$ cat config.mk
export PLATFORM = sky130hd
export DESIGN_NAME = framed_packet_receiver_unit_flat
export DESIGN_NICKNAME = d
export VERILOG_FILES = /design/src/sv/fpr_pkg.sv /design/src/sv/fpr_if.sv /design/src/sv/fpr_cfg.sv /design/src/sv/fpr_store.sv /design/src/sv/framed_packet_receiver_unit.sv /design/src/flat_wrapper.sv
export SDC_FILE = /design/constraint.sdc
export NUM_CORES = 2
export LEC_CHECK = 0
export BUFFER_PORTS_ARGS = -buffer_cell sky130_fd_sc_hd__buf_2
export CAP_MARGIN = 15
export CORE_ASPECT_RATIO = 0.75
export CORE_MARGIN = 8
export CORE_UTILIZATION = 36
export CTS_CLUSTER_DIAMETER = 100
export DETAILED_ROUTE_END_ITERATION = 16
export SYNTH_ARGS = -nofsm -noshare
export SYNTH_HDL_FRONTEND = slang
export SYNTH_SLANG_ARGS = --single-unit
export TNS_END_PERCENT = 30
$ cat constraint.sdc
create_clock -name clk_i -period 19.37 [get_ports clk_i]
set_input_delay 3.874 -clock clk_i [delete_from_list [all_inputs] [get_ports clk_i]]
set_output_delay 3.874 -clock clk_i [all_outputs]
set_load 0.1 [all_outputs]
$ cat src/sv/fpr_pkg.sv
// shared constants, types and helper functions of the framed packet receiver
package fpr_pkg;

  // sizing of the packet store
  localparam int NUM_TYPES  = 4;
  localparam int MAX_LEN    = 32;
  localparam int NUM_LANES  = 4;
  localparam int LANE_W     = 8;
  localparam int STORE_SIZE = NUM_TYPES * MAX_LEN;
  localparam int ADDR_W     = $clog2(STORE_SIZE);
  localparam int LEN_W      = $clog2(MAX_LEN + 1);
  localparam int MATCH_N    = (NUM_TYPES < NUM_LANES) ? NUM_TYPES : NUM_LANES;
  localparam int POS_MAX    = 31;

  // frame characters and register reset values
  localparam logic [7:0] CHAR_L = 8'h4C;
  localparam logic [7:0] CHAR_C = 8'h43;
  localparam logic [7:0] CHAR_E = 8'h45;
  localparam logic [7:0] LEN0_RST = 8'd20;
  localparam logic [7:0] LEN1_RST = 8'd15;
  localparam logic [31:0] HEADER_RST = {16'h0000, CHAR_C, CHAR_L};
  localparam logic [31:0] TAIL_RST   = {16'h0000, CHAR_E, CHAR_E};
  localparam logic [31:0] LENGTH_RST = {16'h0000, LEN1_RST, LEN0_RST};
  localparam logic [3:0]  ENABLE_RST = 4'h3;

  // result status codes
  typedef enum logic [2:0] {
    RES_NO_MATCH = 3'd0,
    RES_HEADER   = 3'd1,
    RES_STORED   = 3'd2,
    RES_DROPPED  = 3'd3,
    RES_FINISHED = 3'd4,
    RES_READ     = 3'd5
  } res_status_e;

  // transaction modes
  typedef enum logic {
    MODE_RX   = 1'b0,
    MODE_READ = 1'b1
  } mode_e;

  // configuration register indexes
  typedef enum logic [1:0] {
    CFG_HEADER  = 2'd0,
    CFG_TAIL    = 2'd1,
    CFG_LENGTHS = 2'd2,
    CFG_ENABLE  = 2'd3
  } cfg_reg_e;

  // receive state
  typedef enum logic {
    RX_IDLE = 1'b0,
    RX_BUSY = 1'b1
  } rx_state_e;

  typedef struct packed {
    logic       mode;
    logic [7:0] byte_value;
    logic [1:0] read_type;
    logic [4:0] read_position;
    logic       clear_finished;
  } in_item_t;

  typedef struct packed {
    logic [2:0] status;
    logic [1:0] type_index;
    logic [4:0] position;
    logic [7:0] data_byte;
    logic [3:0] finished_mask;
  } out_item_t;

  typedef struct packed {
    logic [1:0]  index;
    logic [31:0] wdata;
  } cfg_wr_t;

  typedef struct packed {
    logic [31:0] header_chars;
    logic [31:0] tail_chars;
    logic [31:0] type_lengths;
    logic [3:0]  type_enable;
  } cfg_t;

  // request bundle from the control logic to the packet store
  typedef struct packed {
    logic              we;
    logic [ADDR_W-1:0] waddr;
    logic [7:0]        wdata;
    logic              re;
    logic [ADDR_W-1:0] raddr;
    logic              clr;
    logic [1:0]        clr_row;
    logic [LEN_W-1:0]  clr_len;
  } store_req_t;

  // one byte lane of a configuration register
  function automatic logic [7:0] lane_byte(logic [31:0] r, logic [1:0] t);
    return r[LANE_W*t +: LANE_W];
  endfunction

  // buffer length of a type, limited to the row size
  function automatic logic [LEN_W-1:0] type_len(logic [31:0] lens, logic [1:0] t);
    logic [7:0] n;
    n = lane_byte(lens, t);
    if (int'(n) > MAX_LEN) begin
      return LEN_W'(MAX_LEN);
    end
    return LEN_W'(n);
  endfunction

  // byte count reported in the position field
  function automatic logic [4:0] sat_pos(logic [LEN_W-1:0] w);
    if (int'(w) > POS_MAX) begin
      return 5'(POS_MAX);
    end
    return 5'(w);
  endfunction

  // store address of a position within a type's row
  function automatic logic [ADDR_W-1:0] store_addr(logic [1:0] t, logic [LEN_W-1:0] p);
    return ADDR_W'(int'(t) * MAX_LEN + int'(p));
  endfunction

endpackage

$ cat src/sv/fpr_if.sv
// handshake channel interfaces of the framed packet receiver

// input item channel
interface fpr_in_if;
  logic               valid;
  logic               ready;
  fpr_pkg::in_item_t  data;
  modport source (output valid, output data, input ready);
  modport sink (input valid, input data, output ready);
endinterface

// result item channel
interface fpr_out_if;
  logic               valid;
  logic               ready;
  fpr_pkg::out_item_t data;
  modport source (output valid, output data, input ready);
  modport sink (input valid, input data, output ready);
endinterface

// configuration write channel
interface fpr_cfg_if;
  logic             valid;
  logic             ready;
  fpr_pkg::cfg_wr_t data;
  modport source (output valid, output data, input ready);
  modport sink (input valid, input data, output ready);
endinterface

$ cat src/sv/fpr_cfg.sv
// configuration registers of the framed packet receiver
module fpr_cfg (
  input  logic          clk_i,
  input  logic          rst_ni,
  fpr_cfg_if.sink       cfg_i,
  output fpr_pkg::cfg_t cfg_o
);

  fpr_pkg::cfg_t cfg_q;
  fpr_pkg::cfg_t cfg_d;

  // writes are always taken
  assign cfg_i.ready = 1'b1;

  // register write decode
  always_comb begin
    cfg_d = cfg_q;
    if (cfg_i.valid) begin
      case (fpr_pkg::cfg_reg_e'(cfg_i.data.index))
        fpr_pkg::CFG_HEADER:  cfg_d.header_chars = cfg_i.data.wdata;
        fpr_pkg::CFG_TAIL:    cfg_d.tail_chars   = cfg_i.data.wdata;
        fpr_pkg::CFG_LENGTHS: cfg_d.type_lengths = cfg_i.data.wdata;
        fpr_pkg::CFG_ENABLE:  cfg_d.type_enable  = cfg_i.data.wdata[3:0];
        default: cfg_d = cfg_q;
      endcase
    end
  end

  // register file
  always_ff @(posedge clk_i or negedge rst_ni) begin
    if (!rst_ni) begin
      cfg_q.header_chars <= fpr_pkg::HEADER_RST;
      cfg_q.tail_chars   <= fpr_pkg::TAIL_RST;
      cfg_q.type_lengths <= fpr_pkg::LENGTH_RST;
      cfg_q.type_enable  <= fpr_pkg::ENABLE_RST;
    end else begin
      cfg_q <= cfg_d;
    end
  end

  assign cfg_o = cfg_q;

endmodule

$ cat src/sv/fpr_store.sv
// packet store: byte memory with per-entry valid bits and a registered read
module fpr_store (
  input  logic                clk_i,
  input  logic                rst_ni,
  input  fpr_pkg::store_req_t req_i,
  output logic [7:0]          rdata_o
);

  logic [7:0]                       mem_q [fpr_pkg::STORE_SIZE];
  logic [fpr_pkg::STORE_SIZE-1:0]   vld_q;
  logic [fpr_pkg::STORE_SIZE-1:0]   vld_d;
  logic [7:0]                       rd_q;
  logic                             rd_vld_q;

  // byte array, one write and one read port
  always_ff @(posedge clk_i) begin
    if (req_i.we) begin
      mem_q[req_i.waddr] <= req_i.wdata;
    end
    if (req_i.re) begin
      rd_q     <= mem_q[req_i.raddr];
      rd_vld_q <= vld_q[req_i.raddr];
    end
  end

  // valid bits: a header wipes the leading part of its row, a write sets one entry
  always_comb begin
    vld_d = vld_q;
    for (int i = 0; i < fpr_pkg::STORE_SIZE; i++) begin
      if (req_i.clr && (int'(req_i.clr_row) == i / fpr_pkg::MAX_LEN) &&
          (i % fpr_pkg::MAX_LEN < int'(req_i.clr_len))) begin
        vld_d[i] = 1'b0;
      end
      if (req_i.we && (int'(req_i.waddr) == i)) begin
        vld_d[i] = 1'b1;
      end
    end
  end

  always_ff @(posedge clk_i or negedge rst_ni) begin
    if (!rst_ni) begin
      vld_q <= '0;
    end else begin
      vld_q <= vld_d;
    end
  end

  // entries never written since their row was wiped read as zero
  assign rdata_o = rd_vld_q ? rd_q : 8'h00;

endmodule

$ cat src/sv/framed_packet_receiver_unit.sv
// Framed packet receiver: takes one transaction per clock cycle while the output is not
// stalled, received bytes and read requests alike, and returns exactly one result per
// transaction after it passes the read stage (the registered read of the packet store)
// and the output register. The rate is set by the packet store, which sees at most one
// write or one read per transaction; forwarding is not needed since every access
// completes at its own accept edge. Header matching over the enabled types is done in
// parallel in the accept cycle. The store needs no clearing pass after reset: each entry
// carries a valid bit that reset clears, so unwritten bytes read as zero at once.
module framed_packet_receiver_unit (
  input  logic       clk_i,
  input  logic       rst_ni,
  fpr_in_if.sink     in_i,
  fpr_out_if.source  out_o,
  fpr_cfg_if.sink    cfg_i
);

  fpr_pkg::cfg_t              cfg;
  fpr_pkg::store_req_t        req;
  logic [7:0]                 store_rdata;

  fpr_pkg::rx_state_e         state_q, state_d;
  logic [1:0]                 cur_type_q, cur_type_d;
  logic [fpr_pkg::LEN_W-1:0]  wpos_q, wpos_d;
  logic [3:0]                 fin_q, fin_d;

  fpr_pkg::out_item_t         res;
  logic                       rd_ok;
  logic                       is_read;

  logic                       s1_vld_q;
  fpr_pkg::out_item_t         s1_q;
  logic                       s1_read_q;
  logic                       s1_rd_ok_q;
  fpr_pkg::out_item_t         s1_out;
  logic                       s1_adv;

  logic                       out_vld_q;
  fpr_pkg::out_item_t         out_q;

  logic                       acc;
  fpr_pkg::in_item_t          item;
  logic                       hit;
  logic [1:0]                 hit_t;
  logic                       tail_hit;
  logic [fpr_pkg::LEN_W-1:0]  cur_len;

  fpr_cfg u_cfg (
    .clk_i  (clk_i),
    .rst_ni (rst_ni),
    .cfg_i  (cfg_i),
    .cfg_o  (cfg)
  );

  fpr_store u_store (
    .clk_i   (clk_i),
    .rst_ni  (rst_ni),
    .req_i   (req),
    .rdata_o (store_rdata)
  );

  // handshake
  assign s1_adv     = !out_vld_q || out_o.ready;
  assign in_i.ready = !s1_vld_q || s1_adv;
  assign acc        = in_i.valid && in_i.ready;
  assign item       = in_i.data;

  // header match, lowest enabled type wins
  always_comb begin
    hit   = 1'b0;
    hit_t = '0;
    for (int t = fpr_pkg::MATCH_N - 1; t >= 0; t--) begin
      if (cfg.type_enable[t] &&
          (fpr_pkg::lane_byte(cfg.header_chars, 2'(t)) == item.byte_value)) begin
        hit   = 1'b1;
        hit_t = 2'(t);
      end
    end
  end

  assign tail_hit = fpr_pkg::lane_byte(cfg.tail_chars, cur_type_q) == item.byte_value;
  assign cur_len  = fpr_pkg::type_len(cfg.type_lengths, cur_type_q);

  // receive state: next state
  always_comb begin
    state_d = state_q;
    if (acc && (item.mode == fpr_pkg::MODE_RX)) begin
      case (state_q)
        fpr_pkg::RX_IDLE: if (hit) state_d = fpr_pkg::RX_BUSY;
        fpr_pkg::RX_BUSY: if (tail_hit) state_d = fpr_pkg::RX_IDLE;
        default: state_d = fpr_pkg::RX_IDLE;
      endcase
    end
  end

  // receive state: outputs, store requests and result
  always_comb begin
    fin_d      = fin_q;
    cur_type_d = cur_type_q;
    wpos_d     = wpos_q;
    req        = '0;
    rd_ok      = 1'b0;
    is_read    = 1'b0;
    res        = '0;
    res.status    = fpr_pkg::RES_NO_MATCH;
    res.data_byte = item.byte_value;
    if (acc) begin
      if (item.mode == fpr_pkg::MODE_READ) begin
        is_read        = 1'b1;
        res.status     = fpr_pkg::RES_READ;
        res.type_index = item.read_type;
        res.position   = item.read_position;
        res.data_byte  = 8'h00;
        if (int'(item.read_type) < fpr_pkg::NUM_TYPES) begin
          if (int'(item.read_position) < fpr_pkg::MAX_LEN) begin
            rd_ok     = 1'b1;
            req.re    = 1'b1;
            req.raddr = fpr_pkg::store_addr(item.read_type,
                                            fpr_pkg::LEN_W'(item.read_position));
          end
          if (item.clear_finished) begin
            fin_d[item.read_type] = 1'b0;
          end
        end
      end else begin
        case (state_q)
          fpr_pkg::RX_IDLE: begin
            if (hit) begin
              req.clr        = 1'b1;
              req.clr_row    = hit_t;
              req.clr_len    = fpr_pkg::type_len(cfg.type_lengths, hit_t);
              fin_d[hit_t]   = 1'b0;
              cur_type_d     = hit_t;
              wpos_d         = '0;
              res.status     = fpr_pkg::RES_HEADER;
              res.type_index = hit_t;
            end
          end
          fpr_pkg::RX_BUSY: begin
            res.type_index = cur_type_q;
            if (tail_hit) begin
              res.status        = fpr_pkg::RES_FINISHED;
              res.position      = fpr_pkg::sat_pos(wpos_q);
              fin_d[cur_type_q] = 1'b1;
              wpos_d            = '0;
            end else if (wpos_q < cur_len) begin
              req.we       = 1'b1;
              req.waddr    = fpr_pkg::store_addr(cur_type_q, wpos_q);
              req.wdata    = item.byte_value;
              res.status   = fpr_pkg::RES_STORED;
              res.position = 5'(wpos_q);
              wpos_d       = wpos_q + 1'b1;
            end else begin
              res.status   = fpr_pkg::RES_DROPPED;
              res.position = fpr_pkg::sat_pos(wpos_q);
            end
          end
          default: res.status = fpr_pkg::RES_NO_MATCH;
        endcase
      end
    end
    res.finished_mask = fin_d;
  end

  // control registers
  always_ff @(posedge clk_i or negedge rst_ni) begin
    if (!rst_ni) begin
      state_q    <= fpr_pkg::RX_IDLE;
      cur_type_q <= '0;
      wpos_q     <= '0;
      fin_q      <= '0;
    end else begin
      state_q    <= state_d;
      cur_type_q <= cur_type_d;
      wpos_q     <= wpos_d;
      fin_q      <= fin_d;
    end
  end

  // read stage: waits on the registered store read
  always_ff @(posedge clk_i or negedge rst_ni) begin
    if (!rst_ni) begin
      s1_vld_q <= 1'b0;
    end else if (acc) begin
      s1_vld_q <= 1'b1;
    end else if (s1_adv) begin
      s1_vld_q <= 1'b0;
    end
  end

  always_ff @(posedge clk_i) begin
    if (acc) begin
      s1_q       <= res;
      s1_read_q  <= is_read;
      s1_rd_ok_q <= rd_ok;
    end
  end

  // merge read data into the result
  always_comb begin
    s1_out = s1_q;
    if (s1_read_q) begin
      s1_out.data_byte = s1_rd_ok_q ? store_rdata : 8'h00;
    end
  end

  // output register
  always_ff @(posedge clk_i or negedge rst_ni) begin
    if (!rst_ni) begin
      out_vld_q <= 1'b0;
    end else if (s1_adv) begin
      out_vld_q <= s1_vld_q;
    end
  end

  always_ff @(posedge clk_i) begin
    if (s1_adv && s1_vld_q) begin
      out_q <= s1_out;
    end
  end

  assign out_o.valid = out_vld_q;
  assign out_o.data  = out_q;

  // checks on the receive logic
  assert property (@(posedge clk_i) disable iff (!rst_ni)
    req.we |-> (state_q == fpr_pkg::RX_BUSY))
    else $error("store write outside a packet");

  assert property (@(posedge clk_i) disable iff (!rst_ni)
    int'(wpos_q) <= fpr_pkg::MAX_LEN)
    else $error("write position beyond row size");

  assert property (@(posedge clk_i) disable iff (!rst_ni)
    (state_q == fpr_pkg::RX_IDLE) |-> (wpos_q == '0))
    else $error("write position not reset while idle");

  assert property (@(posedge clk_i) disable iff (!rst_ni)
    req.clr |=> !fin_q[$past(req.clr_row)])
    else $error("finished flag survives a header");

  assert property (@(posedge clk_i) disable iff (!rst_ni)
    (s1_vld_q && !s1_adv) |=> (s1_vld_q && $stable(s1_q)))
    else $error("read stage lost while stalled");

endmodule
$ cat src/flat_wrapper.sv
// flat-port wrapper written by rule: the top's interface ports become plain ports
module framed_packet_receiver_unit_flat 
  (clk_i, rst_ni, in_i_valid, in_i_data, in_i_ready, out_o_valid, out_o_data, out_o_ready, cfg_i_valid, cfg_i_data, cfg_i_ready);
  fpr_in_if in_i_i ();
  fpr_out_if out_o_i ();
  fpr_cfg_if cfg_i_i ();
  input  logic clk_i;
  input  logic rst_ni;
  input wire logic [$bits(in_i_i.valid)-1:0] in_i_valid;
  input wire logic [$bits(in_i_i.data)-1:0] in_i_data;
  output wire logic [$bits(in_i_i.ready)-1:0] in_i_ready;
  output wire logic [$bits(out_o_i.valid)-1:0] out_o_valid;
  output wire logic [$bits(out_o_i.data)-1:0] out_o_data;
  input wire logic [$bits(out_o_i.ready)-1:0] out_o_ready;
  input wire logic [$bits(cfg_i_i.valid)-1:0] cfg_i_valid;
  input wire logic [$bits(cfg_i_i.data)-1:0] cfg_i_data;
  output wire logic [$bits(cfg_i_i.ready)-1:0] cfg_i_ready;
  assign in_i_i.valid = in_i_valid;
  assign in_i_i.data = in_i_data;
  assign in_i_ready = in_i_i.ready;
  assign out_o_valid = out_o_i.valid;
  assign out_o_data = out_o_i.data;
  assign out_o_i.ready = out_o_ready;
  assign cfg_i_i.valid = cfg_i_valid;
  assign cfg_i_i.data = cfg_i_data;
  assign cfg_i_ready = cfg_i_i.ready;
  framed_packet_receiver_unit u_core (.clk_i(clk_i), .rst_ni(rst_ni), .in_i(in_i_i), .out_o(out_o_i), .cfg_i(cfg_i_i));
endmodule
# Word level (Yosys, flattened, before mapping)
# Memory sizes are Yosys's and may differ from the RTL's. A register that Yosys moved wholly into a read port is not among the register bits.
# Index checks and enable logic that the tools add are counted.
totals:
  reg_bits: 289
  mem_bits_rw: 1024
  input_bits: 56
  output_inout_bits: 25
  wordCells: 1091
  n_memories: 1
mem_list:
  columns: ["memory", "words", "width", "read_ports", "rd_clocked_by_memory_dff", "wr", "line_no", "rtl"]
  rows:
  - ["u_core.u_store.mem_q", 128, 8, 1, 1, 1, "fpr_store.sv:9", "logic [7:0] mem_q [fpr_pkg::STORE_SIZE];"]
classes:
  n_addsub: 3
  magnitude_cmp: 43
  n_eq_ne: 140
  shifts: 3
  muxes: 332
  n_bitwise: 7
  reduce_logical: 412
ops:
  columns: ["operator", "n"]
  rows:
  - ["7-bit equality test, second input constant", 64]
  - ["1-bit two-way mux", 288]
  - ["1-bit logical AND", 270]
  - ["2-bit nonzero test", 129]
  - ["7-bit by 6-bit equality test with 1-bit output, second input constant", 32]
  - ["7-bit by 5-bit equality test with 1-bit output, second input constant", 16]
  - ["5-bit by 6-bit < comparator with 1-bit output, first input constant", 16]
  - ["32-bit by 6-bit indexed part select with 8-bit output", 3]
  - ["16-bit two-way mux", 4]
  - ["7-bit by 4-bit equality test with 1-bit output, second input constant", 8]
  - ["4-bit by 6-bit < comparator with 1-bit output, first input constant", 8]
  - ["6-bit two-way mux", 7]
  - ["8-bit equality test", 5]
  - ["33-bit two-way mux", 1]
  - ["5-bit two-way mux", 6]
  - ["7-bit by 3-bit equality test with 1-bit output, second input constant", 4]
  - ["9-bit two-way mux", 3]
  - ["3-bit by 6-bit < comparator with 1-bit output, first input constant", 4]
  - ["8-bit two-way mux", 3]
  - ["4-bit two-way mux", 5]
  - ["8-bit by 6-bit > comparator with 1-bit output, second input constant", 2]
  - ["7-bit by 2-bit equality test with 1-bit output, second input constant", 2]
  - ["1-bit by 6-bit < comparator with 1-bit output, first input constant", 2]
  - ["2-bit by 6-bit < comparator with 1-bit output, first input constant", 2]
  - ["32 further kinds", 56]

# Logic depth before layout (Yosys ltp)
depth:
  depth_word: 23
  mapped_depth: 19
  mapped_depth_nobuf: 15

# Hierarchy
# Synthesis repeated with hierarchy kept, for this count alone.
hier_totals:
  cells_unflattened: 2754
  hier_area_um2: 53712.8
by_module_without_submodules:
  columns: ["module", "instances", "cells_each", "area_each_um2", "seq_area_each_um2"]
  rows:
  - ["fpr_store", 1, 2193, 45851.5, 34222.8]
  - ["framed_packet_receiver_unit", 1, 346, 4048.9, 1726.7]
  - ["fpr_cfg", 1, 215, 3812.4, 2527.4]

# Least setup slack after synthesis
# OpenSTA, ideal clock, no wires.
synth_path:
  path_type: "in2reg"
  start: "input out_o_ready"
  end: "memory u_core.u_store.mem_q[0][2], data pin"
  setup_ns: 0.534
  arrival_time_ns: 8.107
  t_required_ns: 18.836
  setup_slack_ns: 10.729
  path_stages: 9
  n_path_buf: 3
  cell_sequence: "nand3b_1 > nand2_1 > nor2_1 > inv_1 > nor3_2 > buf_4 > buf_2 > clkbuf_1 > and2_1"
synth_lines:
  columns: ["element", "line_no", "rtl"]
  rows:
  - ["start, declared", "flat_wrapper.sv:14", "input wire logic [$bits(out_o_i.ready)-1:0] out_o_ready;"]
  - ["end, declared", "fpr_store.sv:9", null]

# Worst setup path after layout
layout_path:
  start: "input out_o_ready"
  end: "register u_core.u_store.rd_q[2], read port of u_core.u_store.mem_q, data pin"
layout_via:
  elab_chain_len: 4
layout_rtl:
  columns: ["element", "line_no", "rtl"]
  rows:
  - ["1-bit logical OR", "framed_packet_receiver_unit.sv:62", "assign s1_adv = !out_vld_q || out_o.ready;"]
  - ["1-bit logical OR", "framed_packet_receiver_unit.sv:63", "assign in_i.ready = !s1_vld_q || s1_adv;"]
  - ["1-bit logical AND", "framed_packet_receiver_unit.sv:64", "assign acc = in_i.valid && in_i.ready;"]
  - ["net u_core.acc", "framed_packet_receiver_unit.sv:40", "logic acc;"]
  - ["33-bit two-way mux", "framed_packet_receiver_unit.sv:106", "if (acc) begin"]
  - ["end, declared", "fpr_store.sv:12", "logic [7:0] rd_q;"]
# The timed path passes the listed nets, and every way through them passes these cells.
# A chain may end at the register's enable or synchronous reset.

==> flow_summary.rst <==
.. list-table::
   :header-rows: 1

   * - Metric
     - Value
   * - TritonCTS clock tree
     - built
   * - Worst Hold Margin
     - between 0.4 and 0.5 ns
   * - Final Cycle Share
     - between 40% and 50%
   * - Most used flip-flop cell after synthesis
     - edfxtp_1
   * - Clock edge transition at the registers on the reported setup and hold paths
     - approximately 0.060 ns
   * - Area grow syn2layout
     - 12.1%
   * - Setup TNS
     - 0 ns
   * - Number of I/O pins
     - roughly 80
   * - Max-slew violation count
     - 0
   * - Number of placed instances, taps included
     - ~5,800
   * - Count of max-cap constraint violations
     - 0
   * - Effective utilization at floorplan
     - 36.2%
   * - Cell count after synthesis
     - slightly below 4,000
   * - Maximum level of the CTS H-tree
     - 4
   * - Hold Path Origin
     - u_core.s1_out[15]
   * - Height of the chip
     - ~360 microns
   * - DRT antenna net count
     - 0
   * - Clock buffers created by TritonCTS
     - between 100 and 150
   * - Worst min path class
     - reg -> reg
   * - Worst-case vdd ir drop
     - around 90 uV
   * - Synthesized-area fraction occupied by and/or/nand/nor cells
     - 10.5%
   * - Final global-route overflow total
     - 0
   * - Number of flops mapped to enable cells by yosys
     - roughly 1,100
   * - Sinks on Clock Net
     - roughly 1,300
   * - Postcts setup bufs
     - 0
   * - # DRC
     - 0
   * - Required time of the critical path
     - slightly below 20 ns
   * - Maximum achievable frequency
     - roughly 0.11 GHz
   * - Compound-Gate Fraction of Synth Area
     - 8.45%
   * - Number of fillers in the final layout
     - 14,100
   * - Flip-flop and latch count after synthesis
     - roughly 1,300
   * - Via-per-instance ratio
     - approximately 6
   * - Final wirelength
     - between 150,000 and 200,000 microns
   * - Root buffer cell
     - clkbuf_16
   * - Core Area
     - between 150,000 and 200,000 sq um
   * - Fraction of layout instances using a drive strength above 1
     - 17.4%
   * - Largest clock skew in the final design
     - 0.0402 ns
   * - Power per cell area
     - approximately 100 nW/um^2
   * - Sequential cell area fraction in the yosys report
     - roughly 70%
   * - Worst-skew pair later-pin latency
     - approximately 0.76 ns
   * - Number of setup violations in the final report
     - 0
   * - Final Power
     - between 6 and 7 mW
   * - Total number of vias
     - 36,200
   * - Nature of the critical path endpoint
     - register
   * - Dominant combinational cell family by area after synthesis
     - simple AND/OR/NAND/NOR gates
   * - Iteration-0 DRC Markers
     - 5,169
   * - Average cell area after synthesis
     - 14.4 sq um
   * - Source of the critical timing path
     - out_o_ready
   * - Number of distinct library cells after synthesis
     - between 80 and 90
   * - Launch point of the worst reg-to-reg path
     - u_core.cur_type_q[0]
   * - Net total in the final layout
     - approximately 4,000
   * - Synthesized-area fraction occupied by adder cells
     - less than 1%
   * - Slew at the pin with the worst max-slew slack
     - about 1.3 ns
   * - Status
     - finished clean
   * - Maximum number of pins on one net before global-route repair
     - between 150 and 200
   * - Average wire per cell in the routed design
     - about 28 microns
   * - Initial antenna violation count
     - 11
   * - Area of placed instances
     - 58,300 sq um
   * - Buffer depth of the longest clock path
     - 3
   * - Leakage component of the power
     - 18.9 nW
   * - Mux share of post-synthesis cell area
     - 8.56%
   * - Fraction of registers with async set/reset
     - 18.4%
   * - CP Class
     - in -> reg
   * - Fin cells
     - 6,022
   * - Startpoint Class
     - input port
   * - Total routing usage reported by global routing
     - between 10% and 20%
   * - Row count
     - between 100 and 150
   * - Number of hold-repair buffers added at the cts stage
     - 0
   * - Mapped Nets
     - 3,951
   * - Die boundary width
     - between 400 and 500 microns
   * - Number of iterations in the first detailed-routing pass
     - 6
   * - Slew Limit Headroom
     - between 10% and 20%
   * - Global-route wire length before repair
     - roughly 250,000 microns
   * - DPL Wire Length
     - 102,000 microns
   * - Number of buffer cells added on primary ports
     - between 70 and 80
   * - Warnings from Yosys
     - 0
   * - Post-layout instance area
     - 62,700 sq um
   * - Vias in the first global route
     - 35,000
   * - RePlAce Congestion
     - around 0.9
   * - Tmin final
     - roughly 9 ns
   * - Arrival time reported for the critical path endpoint
     - 9.68 ns
   * - Setup repair after global routing missed its margin
     - false
   * - Quantity of gates resized following cts
     - 0
   * - Fraction of synthesized cell area in xor and xnor cells
     - less than 1%
   * - Area of the die
     - between 150,000 and 200,000 sq um
   * - Number of failing hold endpoints at the final stage
     - 0
   * - Netlist area before placement
     - between 50,000 and 60,000 sq um
   * - Worst Path Max Fanout
     - 39
[metal layers]
metal,up-vias,global-route usage [%],wire length [microns],part of all wire [%]
met5,-,0,72,0.043
met1,18700,29.0,73200,43
met2,2024,27.6,71600,42
met4,10,5.88,4960,2.9
li1,15100,-,-,-
met3,322,5.48,19100,11
[cells in the final DEF, fill, tap and decap left out, types with 20 or more instances in the layout]
master,n
nand3_1,77
edfxtp_1,1078
or3_1,114
clkbuf_16,137
clkinv_2,24
clkinv_1,22
buf_2,79
o211ai_1,102
o21ai_1,25
nand2_1,241
nor3_1,288
buf_4,73
inv_1,45
mux4_2,159
xnor2_1,34
dfrtp_1,223
clkbuf_1,23
nor2_1,358
mux2_2,100
a21oi_1,82
o21ai_0,144
a31oi_1,44
nand4_1,22
a211o_1,21
dfstp_2,20
o311ai_0,131
[cells in the mapped netlist (13+ instances only)]
cell type	n	area, sq um
nand3_1	78	390
or3_1	114	713
and3_1	16	100
inv_1	45	169
nand4_1	22	138
a31oi_1	44	275
mux2_2	100	1130
clkbuf_1	203	762
o21ai_1	25	125
o211ai_1	102	766
buf_1	36	135
mux4_2	159	3580
o21ai_0	144	721
nor2b_1	13	81.3
nand2_1	245	920
a211o_1	21	184
dfrtp_1	223	5580
edfxtp_1	1078	32400
a21oi_1	82	410
o22ai_1	19	119
buf_2	42	210
and2_1	21	131
nand2b_1	17	106
nor2_1	360	1350
a32oi_1	16	140
dfstp_2	20	526
o311ai_0	131	1150
nor3_1	289	1450
xnor2_1	34	298
[sequential cells by signal (all words and copies together), names as in the netlist]
signal and cells:
u_core.u_store.mem_q 1024, u_core.state_q 1, u_core.u_cfg.cfg_o 100, u_core.u_store.rd_q 8, u_core.s1_out 14, u_core.wpos_q 6, u_core.s1_vld_q 1, u_core.cur_type_q 2
u_core.u_store.vld_q 128, u_core.out_o.data 22, u_core.fin_q 4, u_core.s1_q 8, u_core.out_o.valid 1, u_core.u_store.rd_vld_q 1, u_core.s1_read_q 1
[final cells by class]
cell class              instances  area [sq um]  area share (%)
clock inverters                73           752            1.20
repair buffers                157          1030            1.64
clock buffers                 166          3600            5.74
diodes                          3          7.51          0.0120
inverters                      46           173           0.276
well taps                    2032          2540            4.06
multi-input cells            2224         16100            25.7
flip-flops and latches       1321         38500            61.4
[per-stage QoR]
step | worst slack [ns] | util (%)
finish | 10.16 | 40.5
global route | 9.70 | 40.5
CTS | 10.09 | 40.5
detailed placement | 9.27 | 37.7
global placement | 9.43 | 37.7
floorplan | 10.73 | -
[power breakdown]
group          switching [mW]  internal (mW)  leakage [nW]
Clock                    1.12           1.50          2.14
Sequential             0.0533           3.12          11.1
Combinational           0.332          0.150          5.65
[final timing paths]
| kind | depth (start not counted) | slack (ns) | end |
|---|---|---|---|
| worst max-delay path | 13 | 10.16 | u_core.u_store.rd_q[2] |
| worst min-delay path | 0 | 0.42 | u_core.out_o.data[15] |
| worst max register to register | 16 | 12.81 | u_core.u_store.mem_q[24][6] |
| worst min register to register | 0 | 0.42 | u_core.out_o.data[15] |
| max in group asynchronous | 2 | 14.58 | u_core.u_store.vld_q[101] |
| min in group asynchronous | 1 | 3.22 | u_core.u_cfg.cfg_o[4] |
[worst max-delay path, stage by stage]
cell	delay [ns]
buf_2	0.10
nand3b_1	0.28
nand2_4	0.44
inv_2	0.46
nand2_4	0.71
buf_4	0.82
buf_4	0.75
buf_4	0.72
mux4_2	0.59
mux2i_1	0.33
a211o_1	0.18
a21oi_1	0.09
nand4b_1	0.21
[cell families (layout without fill, tap and decap cells)]
group                    Yosys count  after routing
AO/OA/AOI/OAI                    670            670
other                              1              4
AND/OR/NAND/NOR                 1233           1233
buffers and inverters            343            442
adder cells (fa/ha/maj)            7              7
multiplexers                     267            267
flip-flops                      1321           1321
XOR/XNOR                          46             46
No activity file was read; power rests on OpenSTA's default activity.
